<file path="config.mk">
export PLATFORM = sky130hd
export DESIGN_NAME = llgdd_cfg
export DESIGN_NICKNAME = d
export VERILOG_FILES = /design/src/rtl/core/llgdd_pkg.sv /design/src/rtl/core/llgdd_cfg.sv
export SDC_FILE = /design/constraint.sdc
export NUM_CORES = 1
export LEC_CHECK = 0
export ABC_AREA = 1
export BUFFER_PORTS_ARGS = -buffer_cell sky130_fd_sc_hd__buf_4
export CAP_MARGIN = 20
export CORE_MARGIN = 2
export CORE_UTILIZATION = 42
export CTS_CLUSTER_SIZE = 8
export DETAILED_ROUTE_END_ITERATION = 10
export GPL_TIMING_DRIVEN = 1
export MAX_ROUTING_LAYER = met4
export PLACE_DENSITY = 0.77
export SYNTH_ARGS = -nofsm -noshare
export SYNTH_HDL_FRONTEND = slang
export SYNTH_SLANG_ARGS = --single-unit
</file>
<file path="constraint.sdc">
create_clock -name clk -period 0.8 [get_ports clk]
set_input_delay 0 -clock clk [delete_from_list [all_inputs] [get_ports clk]]
set_output_delay 0 -clock clk [all_outputs]
set_load 0.05 [all_outputs]
</file>
<file path="src/rtl/core/llgdd_pkg.sv">
// Package for the stochastic LLG drift/diffusion block: Q8.24 types,
// saturating arithmetic helpers, register codes. No dependencies.
`default_nettype none

package llgdd_pkg;

  typedef logic signed [31:0] q_t;

  localparam int NSTG = 8;

  // Cyclic component partners: row i uses components b = i+1 and c = i+2
  localparam int IDX_B [3] = '{1, 2, 0};
  localparam int IDX_C [3] = '{2, 0, 1};

  typedef enum logic [1:0] {
    REG_DAMPING = 2'd0,
    REG_NOISE   = 2'd1,
    REG_ITO     = 2'd2
  } reg_idx_t;

  typedef struct packed {
    logic [30:0] damping;
    logic [30:0] noise;
    logic        ito;
  } llgdd_cfg_t;

  // Clamp a wide signed value into Q8.24 range
  function automatic q_t sat_q(input logic signed [39:0] v);
    q_t r;
    if (v > 40'sd2147483647) begin
      r = 32'sh7FFFFFFF;
    end else if (v < -40'sd2147483648) begin
      r = 32'sh80000000;
    end else begin
      r = v[31:0];
    end
    return r;
  endfunction

  // Q8.24 product, round half up, saturate
  function automatic q_t qmul(input q_t a, input q_t b);
    logic signed [63:0] p;
    logic signed [39:0] q;
    p = a * b;
    p = p + 64'sd8388608;
    q = p[63:24];
    return sat_q(q);
  endfunction

  function automatic q_t qneg(input q_t a);
    return sat_q(-40'(a));
  endfunction

  function automatic q_t qdbl(input q_t a);
    return sat_q(40'(a) + 40'(a));
  endfunction

endpackage

`default_nettype wire

</file>
<file path="src/rtl/core/llgdd_cfg.sv">
// APB register file for damping, noise strength and Ito mode.
// Depends on llgdd_pkg.
`default_nettype none

module llgdd_cfg (
  input  wire logic               clk,
  input  wire logic               rst_n,
  input  wire logic               psel,
  input  wire logic               penable,
  input  wire logic               pwrite,
  input  wire logic [3:0]         paddr,
  input  wire logic [31:0]        pwdata,
  output logic [31:0]             prdata,
  output logic                    pready,
  output llgdd_pkg::llgdd_cfg_t   cfg
);

  logic [30:0] damping_r;
  logic [30:0] noise_r;
  logic        ito_r;
  logic        wr_en;
  llgdd_pkg::reg_idx_t idx;

  assign wr_en  = psel && penable && pwrite;
  assign idx    = llgdd_pkg::reg_idx_t'(paddr[3:2]);
  assign pready = 1'b1;

  // Write registers on the access cycle; drop writes to unknown indexes
  always_ff @(posedge clk) begin
    if (!rst_n) begin
      damping_r <= 31'd1677722;
      noise_r   <= 31'd0;
      ito_r     <= 1'b0;
    end else if (wr_en) begin
      case (idx)
        llgdd_pkg::REG_DAMPING: damping_r <= pwdata[30:0];
        llgdd_pkg::REG_NOISE:   noise_r   <= pwdata[30:0];
        llgdd_pkg::REG_ITO:     ito_r     <= pwdata[0];
        default: ;
      endcase
    end
  end

  // Read back
  always_comb begin
    case (idx)
      llgdd_pkg::REG_DAMPING: prdata = {1'b0, damping_r};
      llgdd_pkg::REG_NOISE:   prdata = {1'b0, noise_r};
      llgdd_pkg::REG_ITO:     prdata = {31'd0, ito_r};
      default:                prdata = 32'd0;
    endcase
  end

  assign cfg = '{damping: damping_r, noise: noise_r, ito: ito_r};

endmodule

`default_nettype wire

</file>
==> results of run 1 <==
==> logic make-up after synthesis <==
group	Yosys count	synth area share, %
other cells	2	0.259
flops	63	43.5
buf+inv	67	10.4
simple gates	255	36.6
compound gates	31	9.24
==> metrics by stage <==
step	std cells	utilization, %	TNS, ps
2_1_floorplan	418	-	0
3_3_place_gp	617	66.0	-7580
3_5_place_dp	617	66.0	-9240
4_1_cts	698	89.0	-14550
==> per-layer routing <==
layer  GRT overflow  track usage [%]
met1              0             73.2
met2             47             96.9
met3              0             45.9
met4             36             90.3
met5              -                -
==> Yosys cell counts (all sizes together) <==
cell	count
conb	2
nand3	65
a22o	30
inv	34
nand2	81
dfxtp	63
buf	30
clkbuf	3
a21oi	1
nor2	109
==> timing repair <==
item | CTS
pin swaps | 32
endpoints found under the setup margin | 94
buffers inserted | 35
gates resized for setup | 212
hold buffers | 30
endpoints found under the hold margin | 49
==> impl_metrics.json, run 1 <==
{
  "grt_max_degree": 33,
  "root_buffer": "clkbuf_8",
  "ys_warn_count": 0,
  "synth.top_cell.area_share_pct": 43.5,
  "cts_max_level": 3,
  "first-error": "[ERROR GRT-0232] Routing congestion too high. Check the congestion heatmap in the GUI.",
  "yosys.cell_types.count": 15,
  "lastStage": "global routing (5_1_grt)",
  "io_buffer_count": 131,
  "overflow": 83,
  "ys_ff_latch": 63,
  "dp_worst_setup_slack_ps": -125,
  "place.gp.congestion": 0.788,
  "grt_use_total_pct": 76.8,
  "hpwl_mm": 6.06,
  "synth_nets": 459,
  "status": "stopped before the end",
  "worst_endpoint_kind": "top-level output",
  "yosysTopAreaCell": "dfxtp_1",
  "synth.avg_cell_area_um2": 6.93,
  "die-width_um": 87.1,
  "place_area_um2": 4440,
  "synthesis.area_um2": 2900,
  "cts_max_path_buffers": 2,
  "clock_sinks": 63,
  "worst_endpoint": "prdata[19]",
  "start_util_pct": 43.1,
  "fp.dieH_um": 87.1,
  "synth_area_leaders": "dfxtp_1, nor2_1, nand3_1, nand2_1, a22o_1",
  "syn_inst": 418,
  "io_pins": 137,
  "rows": 30,
  "antenna_found_initial": 2,
  "cts_made_buffers": 9,
  "synth-seq-area-share_pct": 43.5
}
==> inputs of run 2 (changes only) <==
- CORE_UTILIZATION: 42 -> 40
- CTS_CLUSTER_SIZE: 8 -> default
- MAX_ROUTING_LAYER: met4 -> default
- PLACE_DENSITY: 0.77 -> default
- PLACE_DENSITY_LB_ADDON: default -> 0.15
- clock period: 0.8 -> 1 ns (I/O delays scaled with it)
==> impl_metrics.json, run 2 <==
{
  "crit_type": "register to output port",
  "hold_path_class": "input port to register",
  "cts_tree": "built",
  "wl_met3_um": 580,
  "p_leak_nw": 2.68,
  "fin_nets": 642,
  "fp.coreArea_um2": 7140,
  "setup_slack_ps": -67.2,
  "area_growth_pct": 86.2,
  "grt_first_pass_wirelength_mm": 14.5,
  "vias": 3347,
  "holdWs_ps": 5.31,
  "cp.required_ps": 1000,
  "yosys.cell_types.count": 15,
  "fp.dieH_um": 89.1,
  "start_util_pct": 40.6,
  "cap_violations": 0,
  "wl_per_cell_um": 13.4,
  "root_buffer": "clkbuf_8",
  "path_clk_slew_ps": 70,
  "hpwl_mm": 5.62,
  "synth.avg_cell_area_um2": 6.93,
  "wl_met2_mm": 4.82,
  "grt_max_degree": 64,
  "dp_cells": 631,
  "period_share_pct": 107,
  "rr_startpoint": "damping_r[5]",
  "violations": "setup timing",
  "yosysTopAreaCell": "dfxtp_1",
  "overflow": 0,
  "min-delay-start": "pwdata[26]",
  "setup_violations": 30,
  "cts_max_path_buffers": 2,
  "status": "complete, but fails checks",
  "drt-met1-wl_mm": 3.95,
  "synth-seq-area-share_pct": 43.5,
  "synth_nets": 459,
  "drtPass1Iterations": 4,
  "syn_inst": 418,
  "drt-total-wl_mm": 9.47,
  "first_global_vias": 3187,
  "worstPathMaxFanout": 2,
  "worst_ep_arrival_time_ps": 1070,
  "insertion_delay_ps": 330,
  "reg_top3": "damping_r x31, noise_r x31, ito_r x1",
  "place.gp.congestion": 0.758,
  "fmax_mhz": 937,
  "first_iter_violations": 110,
  "instances_no_fill": 705,
  "synth_flop_cell": "dfxtp_1",
  "antenna_found_initial": 0,
  "synthesis.area_um2": 2900,
  "synth.top_cell.area_share_pct": 43.5,
  "top_layer_used": "met4",
  "ys_ff_latch": 63,
  "synthTopCellsByCount": "nor2_1, nand2_1, nand3_1",
  "power_mw": 6.48,
  "grt_use_total_pct": 23.3,
  "cts_max_level": 3,
  "ir_drop_mv": 0.724,
  "mostFrequentLayoutCells": "buf_4, nor2_1, nand2_1",
  "swShare_pct": 27.4,
  "rrSetupSlack_ps": 240,
  "worstHoldEndpoint": "damping_r[26]",
  "ant_nets": 0,
  "switchingPower_mw": 1.78,
  "hold_viol": 0,
  "rsz0062_at_grt": "true",
  "cp-end-kind": "output port",
  "maxSlewViolCount": 0,
  "clock_sinks": 63,
  "cp-start-kind": "register",
  "rows": 31,
  "pwr-share-seq_pct": 40.5,
  "synth_area_leaders": "dfxtp_1, nor2_1, nand3_1, nand2_1, a22o_1",
  "ys_warn_count": 0,
  "die-width_um": 89.1,
  "cts_made_buffers": 9,
  "p_int_mw": 4.70,
  "clkPwrFrac_pct": 38.5,
  "rr_endpoint": "damping_r[5]",
  "tns_ps": -1480,
  "powerDensity_nw_per_um2": 1200,
  "holdPathStages": 5,
  "post-route-min-period_ps": 1070,
  "synth.most_common_cell": "nor2_1",
  "drc": 0,
  "die_area_um2": 7940,
  "async_reset_ff_share_pct": 0,
  "io_buffer_count": 131,
  "combPwrFrac_pct": 21.0,
  "final_common_cell": "buf_4",
  "drive_above_1_share_pct": 48.7,
  "reg2reg_depth": 3,
  "synth_edf_count": 0,
  "antenna_cells": 0,
  "post-route-util_pct": 75.6,
  "skew_ps": 0,
  "io_pins": 137,
  "drt-vias-per-instance": 4.75
}
==> run 2: cell counts after synthesis <==
Identical to the previous run, type by type.
==> run 2: power by group through the flow <==
stage          Combinational (mW)  Sequential [mW]  Clock [mW]
2_1_floorplan               0.515             2.86           0
3_3_place_gp                 1.07             2.67           0
3_5_place_dp                 1.08             2.68           0
4_1_cts                      1.34             2.62        2.54
5_1_grt                      1.45             2.63        2.64
6_report                     1.36             2.62        2.49
==> run 2: critical path, stage by stage, from the launching register on <==
cell and delay (ps):
dfxtp_2 330, a22o_4 250, buf_8 150
==> run 2: worst max path at each step <==
stage	startpoint	to	slack [ps]	cells past startpoint
after floorplan	damping_r[10]	prdata[10]	-30	1
after global placement	paddr[3]	prdata[18]	90	5
after detailed placement	paddr[3]	damping_r[19]	80	6
after CTS	damping_r[10]	prdata[10]	-70	2
after global routing	damping_r[2]	prdata[2]	-90	2
final	damping_r[2]	prdata[2]	-70	2
==> run 2: stage by stage <==
stage | worst slack, ps | area, um2
floorplan | -25.9 | 3010
global placement | 91.2 | 4150
detailed placement | 84.3 | 4150
CTS | -67.8 | 5330
global route | -93.1 | 5400
finish | -67.2 | 5400
==> run 2: what timing repair did <==
| action | CTS | global route |
|---|---|---|
| gates resized for setup | 96 | 17 |
| endpoints found under the hold margin | 49 | 0 |
| pin swaps | 30 | 1 |
| buffers inserted | 30 | 1 |
| setup endpoints to repair | 31 | 44 |
| hold buffers | 27 | 0 |
==> run 2: cell families after synthesis <==
group / synth area share, %
AOI/OAI and AO/OA: 9.24
and+or+nand+nor: 36.6
buffers and inverters: 10.4
other: 0.259
DFF: 43.5
==> run 2: layout make-up <==
cell class / instances / area, um2
fill: 540 / 1740
sequential: 63 / 1340
tap: 99 / 124
inverter: 34 / 128
clock buffer: 13 / 159
multi-input combinational: 288 / 1610
clock inverter: 3 / 65.1
timing repair buffer: 205 / 1970
==> run 2: layer usage <==
layer	vias to the layer above	GRT usage, %
met5	-	0
met4	0	8.82
met3	10	5.54
met2	102	42.4
met1	1541	26.3
li1	1694	-
Note: power is estimated with default switching activity, not from simulation.
==> inputs of run 3 (changes only) <==
- BUFFER_PORTS_ARGS: -buffer_cell sky130_fd_sc_hd__buf_4 -> default
- DONT_BUFFER_PORTS: default -> 1
==> impl_metrics.json, run 3 (synthesis results as in run 2) <==
{
  "post-route-util_pct": 77.1,
  "status": "complete, but fails checks",
  "insertion_delay_ps": 320,
  "cp-end-kind": "output port",
  "rows": 31,
  "dp_worst_setup_slack_ps": 103,
  "p_int_mw": 4.53,
  "cts_max_level": 3,
  "antenna_cells": 0,
  "grt_max_degree": 39,
  "worst_ep_arrival_time_ps": 1050,
  "ant_nets": 0,
  "first_iter_violations": 143,
  "cts_max_path_buffers": 2,
  "fp.coreArea_um2": 7140,
  "start_util_pct": 40.6,
  "fp.dieH_um": 89.1,
  "drtPass1Iterations": 4,
  "p_leak_nw": 2.68,
  "wl_per_cell_um": 15.2,
  "worstPathMaxFanout": 2,
  "die-width_um": 89.1,
  "setup_slack_ps": -54.9,
  "hold_path_class": "input port to register",
  "clock_sinks": 63,
  "overflow": 0,
  "vias": 3438,
  "mostFrequentLayoutCells": "nor2_1, buf_4, nand2_1",
  "holdWs_ps": -226,
  "cts_made_buffers": 9,
  "hpwl_mm": 5.59,
  "period_share_pct": 105,
  "place.gp.congestion": 0.788,
  "pwr-share-seq_pct": 41.5,
  "switchingPower_mw": 1.80,
  "ir_drop_mv": 1.02,
  "antenna_found_initial": 0,
  "cap_violations": 0,
  "post-route-min-period_ps": 1050,
  "hold_buffers": 51,
  "die_area_um2": 7940,
  "setup_violations": 31,
  "drt-vias-per-instance": 5.00,
  "power_mw": 6.33,
  "drc": 0,
  "grt_use_total_pct": 25.5,
  "first_global_vias": 3284,
  "rsz0062_at_grt": "true",
  "fin_nets": 624,
  "cts_tree": "built",
  "maxSlewViolCount": 0,
  "swShare_pct": 28.4,
  "powerDensity_nw_per_um2": 1150,
  "path_clk_slew_ps": 80,
  "io_buffer_count": 0,
  "drive_above_1_share_pct": 44.9,
  "hold_viol": 37,
  "area_growth_pct": 89.9,
  "grt_first_pass_wirelength_mm": 15.7,
  "crit_type": "register to output port",
  "combPwrFrac_pct": 21.7,
  "reg_top3": "damping_r x31, noise_r x31, ito_r x1",
  "drt-total-wl_mm": 10.5,
  "fmax_mhz": 948,
  "cp.required_ps": 1000,
  "io_pins": 137,
  "clkPwrFrac_pct": 36.8,
  "skew_ps": 0,
  "root_buffer": "clkbuf_8",
  "violations": "hold timing, setup timing",
  "cp-start-kind": "register",
  "final_common_cell": "nor2_1"
}
==> run 3: area by class of cell <==
type | count | area (um2)
inverter | 34 | 128
tap | 99 | 124
sequential | 63 | 1340
clock inverter | 3 | 40.0
clock buffer | 13 | 169
fill | 491 | 1640
timing repair buffer | 187 | 2080
multi-input combinational | 288 | 1620
==> run 3: metal layers <==
layer	GRT usage, %	routed length (um)	vias to the layer above
met2	46.3	5530	147
met1	30.0	4110	1617
met3	5.08	665	16
met5	0	0	-
met4	8.01	160	0
li1	-	-	1658
==> run 3: power groups by stage <==
stage	combinational, mW	clock, mW	sequential (mW)
final	1.37	2.33	2.62
after global routing	1.46	2.47	2.63
after CTS	1.32	2.34	2.62
after detailed placement	1.02	0	2.68
after global placement	1.01	0	2.67
after floorplan	0.515	0	2.86
==> run 3: critical path, cell delays in order, from the launching register on <==
cell	delay (ps)
dfxtp_2	330
a22o_4	260
buf_12	150
==> run 3: per-stage QoR <==
stage               TNS [ps]  instance area, um2  instances
detailed placement         0                4180        588
global placement           0                4180        588
floorplan              -25.9                3010        418
finish                 -1360                5500        687
global route           -2310                5500        687
CTS                    -1550                5370        686
==> run 3: what timing repair did <==
item / CTS / global route
cloned: 0 / 3
setup endpoints to repair: 31 / 58
pin swaps: 31 / 1
resized for setup: 32 / 29
setup buffers: 31 / 8
hold endpoints to repair: 63 / 37
==> run 3: path summary, 6_finish.rpt <==
| kind | start | end | slack, ps | cells after the start |
|---|---|---|---|---|
| hold reg to reg | ito_r | ito_r | 500 | 2 |
| hold / removal | rst_n | noise_r[2] | -230 | 2 |
| setup reg to reg | damping_r[24] | damping_r[24] | 250 | 3 |
| setup / recovery | damping_r[16] | prdata[16] | -50 | 2 |
